`src/rtl/core/spmv_pkg.sv`:
```
// ----------------------------------------------------------------------------
// spmv_pkg
// Shared widths, request codes and inter-module structs for the CSR row
// accumulator.
// ----------------------------------------------------------------------------
package spmv_pkg;

    localparam int IDX_W      = 12;
    localparam int VAL_W      = 32;
    localparam int ACC_W      = 48;
    localparam int PROD_W     = 64;
    localparam int FRAC_W     = 16;

    localparam int FIFO_DEPTH = 8;
    localparam int FIFO_AW    = 3;
    localparam int FIFO_CW    = 4;

    localparam logic REQ_LOAD = 1'b0;
    localparam logic REQ_NZ   = 1'b1;

    typedef struct packed {
        logic                    valid;
        logic                    last;
        logic signed [VAL_W-1:0] val;
        logic signed [VAL_W-1:0] vec;
    } t_mac_req;

    typedef struct packed {
        logic [IDX_W-1:0]        row_index;
        logic signed [VAL_W-1:0] row_sum;
        logic                    overflow;
    } t_result;

endpackage

```
`src/rtl/core/spmv_rfifo.sv`:
```
// ----------------------------------------------------------------------------
// spmv_rfifo
// Result queue between the accumulator and the output stream.
// ----------------------------------------------------------------------------
module spmv_rfifo import spmv_pkg::*; (
    input  logic               i_clk,
    input  logic               i_rst_n,
    input  logic               i_push,
    input  t_result            i_data,
    input  logic               i_pop,
    output t_result            o_data,
    output logic               o_valid,
    output logic [FIFO_CW-1:0] o_count
);

    t_result            r_mem [FIFO_DEPTH];
    logic [FIFO_AW-1:0] r_wp;
    logic [FIFO_AW-1:0] r_rp;
    logic [FIFO_CW-1:0] r_count;
    logic               w_pop;

    assign w_pop = i_pop && (r_count != '0);

    always_ff @(posedge i_clk) begin
        if (!i_rst_n) begin
            r_wp    <= '0;
            r_rp    <= '0;
            r_count <= '0;
        end else begin
            if (i_push) begin
                r_wp <= r_wp + 1'b1;
            end
            if (w_pop) begin
                r_rp <= r_rp + 1'b1;
            end
            r_count <= r_count + FIFO_CW'(i_push) - FIFO_CW'(w_pop);
        end
    end

    always_ff @(posedge i_clk) begin
        if (i_push) begin
            r_mem[r_wp] <= i_data;
        end
    end

    assign o_data  = r_mem[r_rp];
    assign o_valid = (r_count != '0);
    assign o_count = r_count;

    a_no_overrun: assert property (@(posedge i_clk) disable iff (!i_rst_n)
        !(i_push && !w_pop && (r_count == FIFO_CW'(FIFO_DEPTH))))
        else $error("result queue overrun");

endmodule

```
`config.mk`:
```
export PLATFORM = sky130hd
export DESIGN_NAME = spmv_rfifo
export DESIGN_NICKNAME = d
export VERILOG_FILES = /design/src/rtl/core/spmv_pkg.sv /design/src/rtl/core/spmv_rfifo.sv
export SDC_FILE = /design/constraint.sdc
export NUM_CORES = 1
export LEC_CHECK = 0
export BUFFER_PORTS_ARGS = -buffer_cell sky130_fd_sc_hd__buf_4
export CAP_MARGIN = 20
export CORE_MARGIN = 10
export CORE_UTILIZATION = 54
export DETAILED_ROUTE_END_ITERATION = 10
export PLACE_DENSITY = 0.86
export SYNTH_ARGS = -nofsm -noshare
export SYNTH_HDL_FRONTEND = slang
export SYNTH_SLANG_ARGS = --single-unit
```
`constraint.sdc`:
```
create_clock -name i_clk -period 4.3 [get_ports i_clk]
set_clock_uncertainty 0.05 [all_clocks]
set_input_delay 0.215 -clock i_clk [delete_from_list [all_inputs] [get_ports i_clk]]
set_output_delay 0.215 -clock i_clk [all_outputs]
set_load 0.005 [all_outputs]
```
==> metrics <==
synthesized area 14520 sq um; final WL about 28000 um; initial drt markers 562; Peak VDD IR 0.4130 mV; vias per inst slightly below 6; WP data arrival 2980 ps; initial cell density of the core 55.26%; cell taking the most area after synthesis edfxtp_1; number of synthesized flops with an enable pin 360; Int Power 6.677 mW; pre-CTS setup slack 1586 ps; Worst path most repeated cell buf_4; DP Area between 15000 and 20000 sq um; total CTS buffers 38; Routed WL per cell 25.09 um; FP Rows 59; fin. max-slew vios 0; H-tree depth 2; vias 6701; syn_area_per_cell 24.53 sq um; Worst-path clk slew 60 ps; Tightest Hold Check Type input pin to flip-flop; power per cell area 493.7 nW/um^2; switch share 22.20%; CP required a little over 4000 ps; Worst-Margin Slew slightly above 800 ps; largest net degree at the start of global routing around 90; hold depth 3; Yosys cell types 25; critical path endpoint category output port; setup violators final 0; vias in the first global route roughly 7300; Startpoint Class flip-flop; total track usage 16.88%; Ys Warns 0; Final HPWL DP between 15000 and 20000 um; number of port buffers 98; number of synthesized register bits approximately 370; CTS Root Cell clkbuf_16; number of max-cap violations 0; DIE HEIGHT ~180 um; commonest cells in the netlist edfxtp_1, mux4_1, mux2_2; maximum buffer depth of the clock tree 3; Worst R2R Path Depth 9; post-synth top area share roughly 74%; ys flop type edfxtp_1; die area 33850 sq um; Worst path slowest cell dfxtp_4; layout net count 825; worst setup margin 1058 ps; Area Growth Syn to Fin 19.70%; Detail Route Antenna Nets 0; CTS tree done; number of I/O pins between 90 and 100; placed cell count 1017; Psw around 1.9 mW; Worst Path Buf+Inv 2; worst path cell trace buf_4 -> mux4_1 -> mux2_2 -> buf_4; core area 26280 sq um; post-route cell area 17380 sq um; critical setup path kind flip-flop to output port; clock power share 36.2%; syn nets 648; # clock sinks between 300 and 400; register area share after synthesis 76.24%; Final Util 66.14%; Comb pwr share 14.6%; most frequent cell after synthesis edfxtp_1; CP max stage delay between 800 and 900 ps; status complete, no violations; initial antenna violation count 1; Fmax 308.5 MHz; synth top area cells edfxtp_1, mux4_1, mux2_2; Die W 184.0 um; Residual DRC 0; post-layout minimum cycle time roughly 3200 ps; sequential power share a little under 50%; Final period util 75.39%; GRT Residual Overflow 0; CP delay by family, top multiplexers; global-route wire length before repair roughly 43000 um; TNS Setup 0 ps; final std cells w/o fill approximately 1100; Overall Power roughly 8.6 mW; crit path max fanout 48; Slew HR 45.95%; 1st-pass router iterations 5; Cells after Synth 592; Routability Congestion ~0.71; RSZ-0062 raised after global routing no; Final Hold Viols 0; asr flop ratio synth 0%; leak pwr 5.865 nW; layout cells sized above 1 between 20 and 30%; worst-skew pair later-pin latency 500 ps; Min Hold Slack 32.40 ps; Crit. path cell count 4
[worst min-delay path, stage by stage]
cell	delay [ps]
buf_4	120
nand3_1	120
mux2i_1	90
[kinds of logic (layout without fill, tap and decap cells)]
family | after synthesis | in the layout | share of synthesized area [%]
xor gates and xnor gates | 3 | 3 | 0.1810
AOI/OAI and AO/OA | 2 | 2 | 0.08615
muxes | 144 | 144 | 20.39
other | 0 | 1 | 0
buffers and inverters | 30 | 234 | 1.310
DFF | 373 | 373 | 76.24
and+or+nand+nor | 33 | 33 | 1.137
adders and majority gates | 7 | 7 | 0.6548
[worst paths after layout]
| kind | from | slack (ps) | to |
|---|---|---|---|
| max | flip-flop | 1060 | o_data[21] |
| min | i_pop | 30 | flip-flop |
| max reg2reg | o_count[2] | 1750 | o_count[3] |
| min reg2reg | r_rp[1] | 460 | r_rp[1] |
[cell type report]
cell class	instances	area (sq um)
Sequential cell	373	11080
Fill cell	1626	8899
Multi-Input combinational cell	189	3316
Timing Repair Buffer	163	1371
Clock buffer	48	1010
Tap cell	335	419.2
Clock inverter	19	168.9
Inverter	4	15.01
Antenna cell	1	2.502
[registers in the layout, summed over array words and instances (netlist names), named ones only]
| name | count |
|---|---|
| r_mem | 360 |
| o_count | 4 |
| r_rp | 3 |
| r_wp | 3 |
[layout by cell type (no fill, tap or decap), drive strengths merged]
master	synthesis	final
xor2	1	1
a21oi	1	1
diode	0	1
nand2	9	9
edfxtp	360	360
mux2	45	45
mux2i	9	9
nor3	2	2
dfxtp	13	13
clkinv	0	14
dlygate4sd3	0	46
mux4	90	90
nor2	7	7
nor2b	2	2
nand3	1	1
xnor2	2	2
or2	1	1
fa	1	1
inv	4	6
or3b	1	1
and2	4	4
buf	18	117
ha	6	6
clkbuf	8	48
nand2b	6	6
a21o	1	1
bufinv	0	3
[timing repair]
action / in CTS / in global routing
endpoints found under the setup margin: 0 / 0
endpoints found under the hold margin: 365 / 0
setup buffers: 0 / 0
hold buffers: 46 / 0
resized for setup: 0 / 0
[power by group through the flow]
stage	Combinational (mW)	Clock (mW)	Sequential, mW
after detailed placement	1.21	0	4.30
after global routing	1.35	3.32	4.23
after CTS	1.26	3.16	4.23
final	1.25	3.11	4.22
after floorplan	0.759	0	4.22
after global placement	1.13	0	4.32
[metal layers]
layer / part of all wire (%) / GRT usage, % / vias to the layer above
met2: 50 / 27.83 / 216
met5: 0 / 0 / -
met1: 42 / 22.08 / 3489
met4: 1.9 / 4.818 / 0
li1: - / - / 2939
met3: 6.1 / 3.933 / 57
Note: power is estimated with default switching activity, not from simulation.
