===== src/rtl/core/spmv_pkg.sv =====
// ----------------------------------------------------------------------------
// spmv_pkg
// Shared widths, request codes and inter-module structs for the CSR row
// accumulator.
// ----------------------------------------------------------------------------
package spmv_pkg;

    localparam int IDX_W      = 12;
    localparam int VAL_W      = 32;
    localparam int ACC_W      = 48;
    localparam int PROD_W     = 64;
    localparam int FRAC_W     = 16;

    localparam int FIFO_DEPTH = 8;
    localparam int FIFO_AW    = 3;
    localparam int FIFO_CW    = 4;

    localparam logic REQ_LOAD = 1'b0;
    localparam logic REQ_NZ   = 1'b1;

    typedef struct packed {
        logic                    valid;
        logic                    last;
        logic signed [VAL_W-1:0] val;
        logic signed [VAL_W-1:0] vec;
    } t_mac_req;

    typedef struct packed {
        logic [IDX_W-1:0]        row_index;
        logic signed [VAL_W-1:0] row_sum;
        logic                    overflow;
    } t_result;

endpackage


===== src/rtl/core/spmv_mac.sv =====
// ----------------------------------------------------------------------------
// spmv_mac
// Product register, 48-bit row accumulator, saturation and row counter.
// ----------------------------------------------------------------------------
module spmv_mac import spmv_pkg::*; #(
    parameter int VECTOR_DEPTH = 4096
) (
    input  logic     i_clk,
    input  logic     i_rst_n,
    input  t_mac_req i_req,
    output t_result  o_res,
    output logic     o_push,
    output logic     o_pend
);

    localparam int AW = (VECTOR_DEPTH > 1) ? $clog2(VECTOR_DEPTH) : 1;
    localparam int CW = (AW > IDX_W) ? AW : IDX_W;

    logic signed [PROD_W-1:0] r_prod;
    logic                     r_pvalid;
    logic                     r_plast;
    logic [ACC_W-1:0]         r_acc;
    logic [CW-1:0]            r_row;

    logic [ACC_W-1:0]         w_sum;
    logic                     w_fits;
    logic                     w_ovf;
    logic signed [VAL_W-1:0]  w_sat;

    assign w_sum  = r_acc + r_prod[PROD_W-1:FRAC_W];
    assign w_fits = (&w_sum[ACC_W-1:VAL_W-1]) || !(|w_sum[ACC_W-1:VAL_W-1]);
    assign w_ovf  = !w_fits;

    always_comb begin
        if (w_fits) begin
            w_sat = w_sum[VAL_W-1:0];
        end else if (w_sum[ACC_W-1]) begin
            w_sat = {1'b1, {(VAL_W-1){1'b0}}};
        end else begin
            w_sat = {1'b0, {(VAL_W-1){1'b1}}};
        end
    end

    always_ff @(posedge i_clk) begin
        r_prod  <= i_req.val * i_req.vec;
        r_plast <= i_req.last;
    end

    always_ff @(posedge i_clk) begin
        if (!i_rst_n) begin
            r_pvalid <= 1'b0;
            r_acc    <= '0;
            r_row    <= '0;
        end else begin
            r_pvalid <= i_req.valid;
            if (r_pvalid) begin
                r_acc <= r_plast ? '0 : w_sum;
            end
            if (o_push) begin
                r_row <= (r_row == CW'(VECTOR_DEPTH - 1)) ? '0 : r_row + 1'b1;
            end
        end
    end

    assign o_push = r_pvalid && r_plast;
    assign o_pend = o_push;
    assign o_res  = '{row_index: r_row[IDX_W-1:0], row_sum: w_sat, overflow: w_ovf};

    a_ovf_clamped: assert property (@(posedge i_clk) disable iff (!i_rst_n)
        (o_push && o_res.overflow) |->
        (o_res.row_sum == {1'b1, {(VAL_W-1){1'b0}}} ||
         o_res.row_sum == {1'b0, {(VAL_W-1){1'b1}}}))
        else $error("overflow flagged on an unclamped sum");

    a_row_range: assert property (@(posedge i_clk) disable iff (!i_rst_n)
        r_row <= CW'(VECTOR_DEPTH - 1))
        else $error("row counter beyond vector depth");

    a_acc_cleared: assert property (@(posedge i_clk) disable iff (!i_rst_n)
        o_push |=> (r_acc == '0))
        else $error("accumulator not cleared after row end");

endmodule


===== config.mk =====
export PLATFORM = sky130hd
export DESIGN_NAME = spmv_mac
export DESIGN_NICKNAME = d
export VERILOG_FILES = /design/src/rtl/core/spmv_pkg.sv /design/src/rtl/core/spmv_mac.sv
export SDC_FILE = /design/constraint.sdc
export NUM_CORES = 2
export LEC_CHECK = 0
export BUFFER_PORTS_ARGS = -buffer_cell sky130_fd_sc_hd__buf_2
export CORE_ASPECT_RATIO = 0.8
export CORE_UTILIZATION = 45
export CTS_BUF_LIST = sky130_fd_sc_hd__clkbuf_4
export DETAILED_ROUTE_END_ITERATION = 6
export MAX_ROUTING_LAYER = met4
export PLACE_DENSITY = 0.62
export SLEW_MARGIN = 20
export SYNTH_ARGS = -nofsm -noshare
export SYNTH_HDL_FRONTEND = slang
export SYNTH_SLANG_ARGS = --single-unit

===== constraint.sdc =====
create_clock -name i_clk -period 20.8 [get_ports i_clk]
set_clock_uncertainty 0.05 [all_clocks]
set_input_delay 2.08 -clock i_clk [delete_from_list [all_inputs] [get_ports i_clk]]
set_output_delay 2.08 -clock i_clk [all_outputs]
set_load 0.01 [all_outputs]

==> results by group <==
Status
  – Status: completed

Synth
  – Largest area contributor in the netlist: fa_1
  – Total number of yosys warnings: 0
  – FFs w/ async S/R, synth: 0%
  – Syn Nets: 5931
  – Yosys top cell area share: about half
  – Seq cells post-synth: 110
  – Sequential area share after synthesis: between 5 and 6%
  – Synth cell types: between 80 and 90
  – Syn Area/Cell: a little over 9 um^2
  – Top_reg_cell synth: dfxtp_1
  – Mapped Area: 42000 um^2
  – Mapped Cells: ~4600
  – Area contributors post-synth: fa_1 (52%), inv_1 (9.1%), and2_1 (8.1%)
  – Post-synth EDFFs: 0

Routing
  – DR pass1 iterations: 5
  – Residual DRC: 0
  – Via count: a little under 30000
  – ANT nets after route: 0
  – Drt first-iter violations: 1498
  – Drt via density: approximately 5.2
  – Routed wire length: 108 mm
  – Wire per inst: between 15 and 20 um

Timing
  – Unrepaired setup endpoints after global routing: no
  – Final Hold Viols: 0
  – Final Hold Slack: ~480 ps
  – Post-layout min period: 10010 ps
  – Fin. max-slew vios: 0
  – Slew at the pin closest to its max-slew limit: 1020 ps
  – Final WS setup: 10790 ps
  – Setup_tns: 0 ps
  – Crit share post-route: around 48%
  – Slew headroom: between 30% and 40%
  – Fmax: 99.9 MHz
  – Final setup fails: 0

CTS
  – Num CTS Buffers: 9
  – H-tree Lvls: 3
  – Postcts setup bufs: 0
  – CTS clk-pin slew, worst paths: 190 ps
  – Hold Buf Count CTS: 0
  – Post-cts sizing count: 0
  – Bufs on Longest Clock Path: 2
  – Root Buffer: clkbuf_4
  – Worst skew pair latency: 600 ps
  – CTS tree: built
  – Clock sinks: 110

Worst setup path
  – Arrival time of the worst setup path: between 10000 and 15000 ps
  – Worst path buffer plus inverter count: 8
  – CP endpoint kind: flop
  – Worst r2r src: r_prod[17]$_DFF_P_
  – Max stage delay on crit path: ~800 ps
  – Req. time, crit path: between 20000 and 25000 ps
  – Highest net fanout along the worst path: 32
  – Critical path's most frequent cell: fa_1
  – Critical Path Start Type: input pin
  – Critical R2R Capture: r_acc[43]$_SDFFE_PN0P_
  – Crit path max-delay family: adder cells
  – FF-to-FF path depth: 12
  – Slowest CP cell: fa_1
  – R2r setup slk: 16880 ps
  – CP Class: in -> reg

Floorplan
  – Die area: roughly 95000 um^2
  – Number of top-level pins: around 120
  – Starting Density: between 40% and 50%
  – Die Width: between 300 and 400 um
  – Site Rows: approximately 100
  – Die height: roughly 280 um
  – Core area: between 90000 and 100000 um^2

Layout
  – Area growth from synthesis to layout: 3.42%
  – Sequential cell area: between 2000 and 2500 um^2
  – Area of the multi-input gates: 35100 um^2
  – Nets@finish: 5839
  – Final instance area: around 43000 um^2
  – Fillers: around 9000
  – Proportion of layout cells with a drive suffix above 1: roughly 4.7%

GRT
  – First-pass GRT wire length: approximately 180 mm
  – Grt total ovfl: 0
  – Gr usage total: between 20 and 30%
  – Vias in the first global route: between 30000 and 40000
  – Pin count of the biggest net entering global routing: 58
  – Initial antenna violation count: 6

Placed design
  – Pre-CTS setup slack: just over 10000 ps
  – Final Wtd Congestion: between 0.9 and 1
  – Placement-stage cell area: 43300 um^2
  – Detailed placer's ending HPWL: 87.2 mm
  – # port buffers: roughly 110

Min path
  – Startpoint of the worst hold path: r_row[1]$_SDFFE_PN0P_
  – Hold path depth: 2
  – Hold EP: r_row[1]$_SDFFE_PN0P_
  – Worst min path class: reg -> reg

Run
  – Max_cap viols: 0
-- stage by stage --
| stage | utilization, % | instances |
|---|---|---|
| finish | 47.3 | 5682 |
| global route | 47.3 | 5679 |
| CTS | 47.3 | 5677 |
| detailed placement | 47.1 | 5662 |
| global placement | 47.1 | 5662 |
| floorplan | - | 4553 |
-- worst max-delay path by stage --
stage	startpoint	end	slack, ps	cells after the start
CTS	i_req[5]	r_prod[60]$_DFF_P_	10850	27
finish	i_req[5]	r_prod[60]$_DFF_P_	10790	27
detailed placement	i_req[5]	r_prod[63]$_DFF_P_	10170	26
global route	i_req[5]	r_prod[60]$_DFF_P_	10370	27
global placement	i_req[5]	r_prod[60]$_DFF_P_	10280	27
floorplan	i_req[63]	r_prod[60]$_DFF_P_	11320	27
-- worst register-to-register path, cell delays in order, from the launching register on --
cell and delay, ps:
dfxtp_1 380, ha_1 310, a211oi_1 380, o21ai_0 210, nand3_1 180, a21oi_1 120, o21ai_1 350, a31oi_1 370
a21bo_2 320, a211o_2 330, xnor2_1 490, o22ai_1 180, and2_1 190
-- registers in the layout, summed over array words and instances, names as in the netlist --
register / count
r_row: 12
r_acc: 48
r_plast: 1
r_prod: 48
r_pvalid: 1
-- cell usage in the layout, fill, tap and decap left out, types with 48 or more instances in the layout --
cell type / synthesis / routed
nand2_1: 573 / 573
dfxtp_1: 110 / 109
fa_1: 1082 / 1082
a21oi_1: 101 / 101
nor2_1: 97 / 97
a21o_1: 48 / 48
inv_1: 1016 / 1016
o21ai_0: 54 / 54
and2_1: 547 / 547
xnor2_1: 65 / 65
ha_1: 228 / 228
buf_2: 7 / 114
-- routing by layer --
layer	track usage (%)	up-vias	wire length, um
met3	3.24	115	6020
met2	40.7	875	51400
met4	4.01	0	1800
met5	-	-	0
met1	34.4	15292	49100
li1	-	13206	-
-- cell type report --
cell class,instances,area share [%]
inverter,1016,8.77
clock inverter,6,0.178
tap,1212,3.49
antenna,5,0.0288
clock buffer,9,0.155
multi-input combinational,3189,80.6
timing repair buffer,135,1.67
sequential,110,5.07
-- cell usage after synthesis, drive strengths merged (5+ instances only) --
master  instances
nand2b         16
xor2           40
a21oi         103
and4            5
nor2b          28
o21ai          89
nand3          22
a21o           51
xnor2          65
a31oi           8
nor4            6
nor3           26
dfxtp         110
a211oi         15
inv          1016
fa           1082
nand2         576
or2             6
o21bai         11
o211ai         13
and2          549
o22ai          39
or4             6
o21a           13
buf            24
nand4          24
or3             7
nor2           97
and3            9
ha            228
clkbuf        214
-- logic make-up after synthesis --
kind of cell / share of synthesized area [%]
multiplexers: 0.131
XOR/XNOR: 2.19
buffers and inverters: 11.4
AO/OA/AOI/OAI: 6.04
flip-flops: 5.24
adder cells (fa/ha/maj): 58.3
AND/OR/NAND/NOR: 16.7
Power is left out: the tool's default activity adds up to more than one toggle a clock period on the data nets, which glitch-free logic cannot reach.
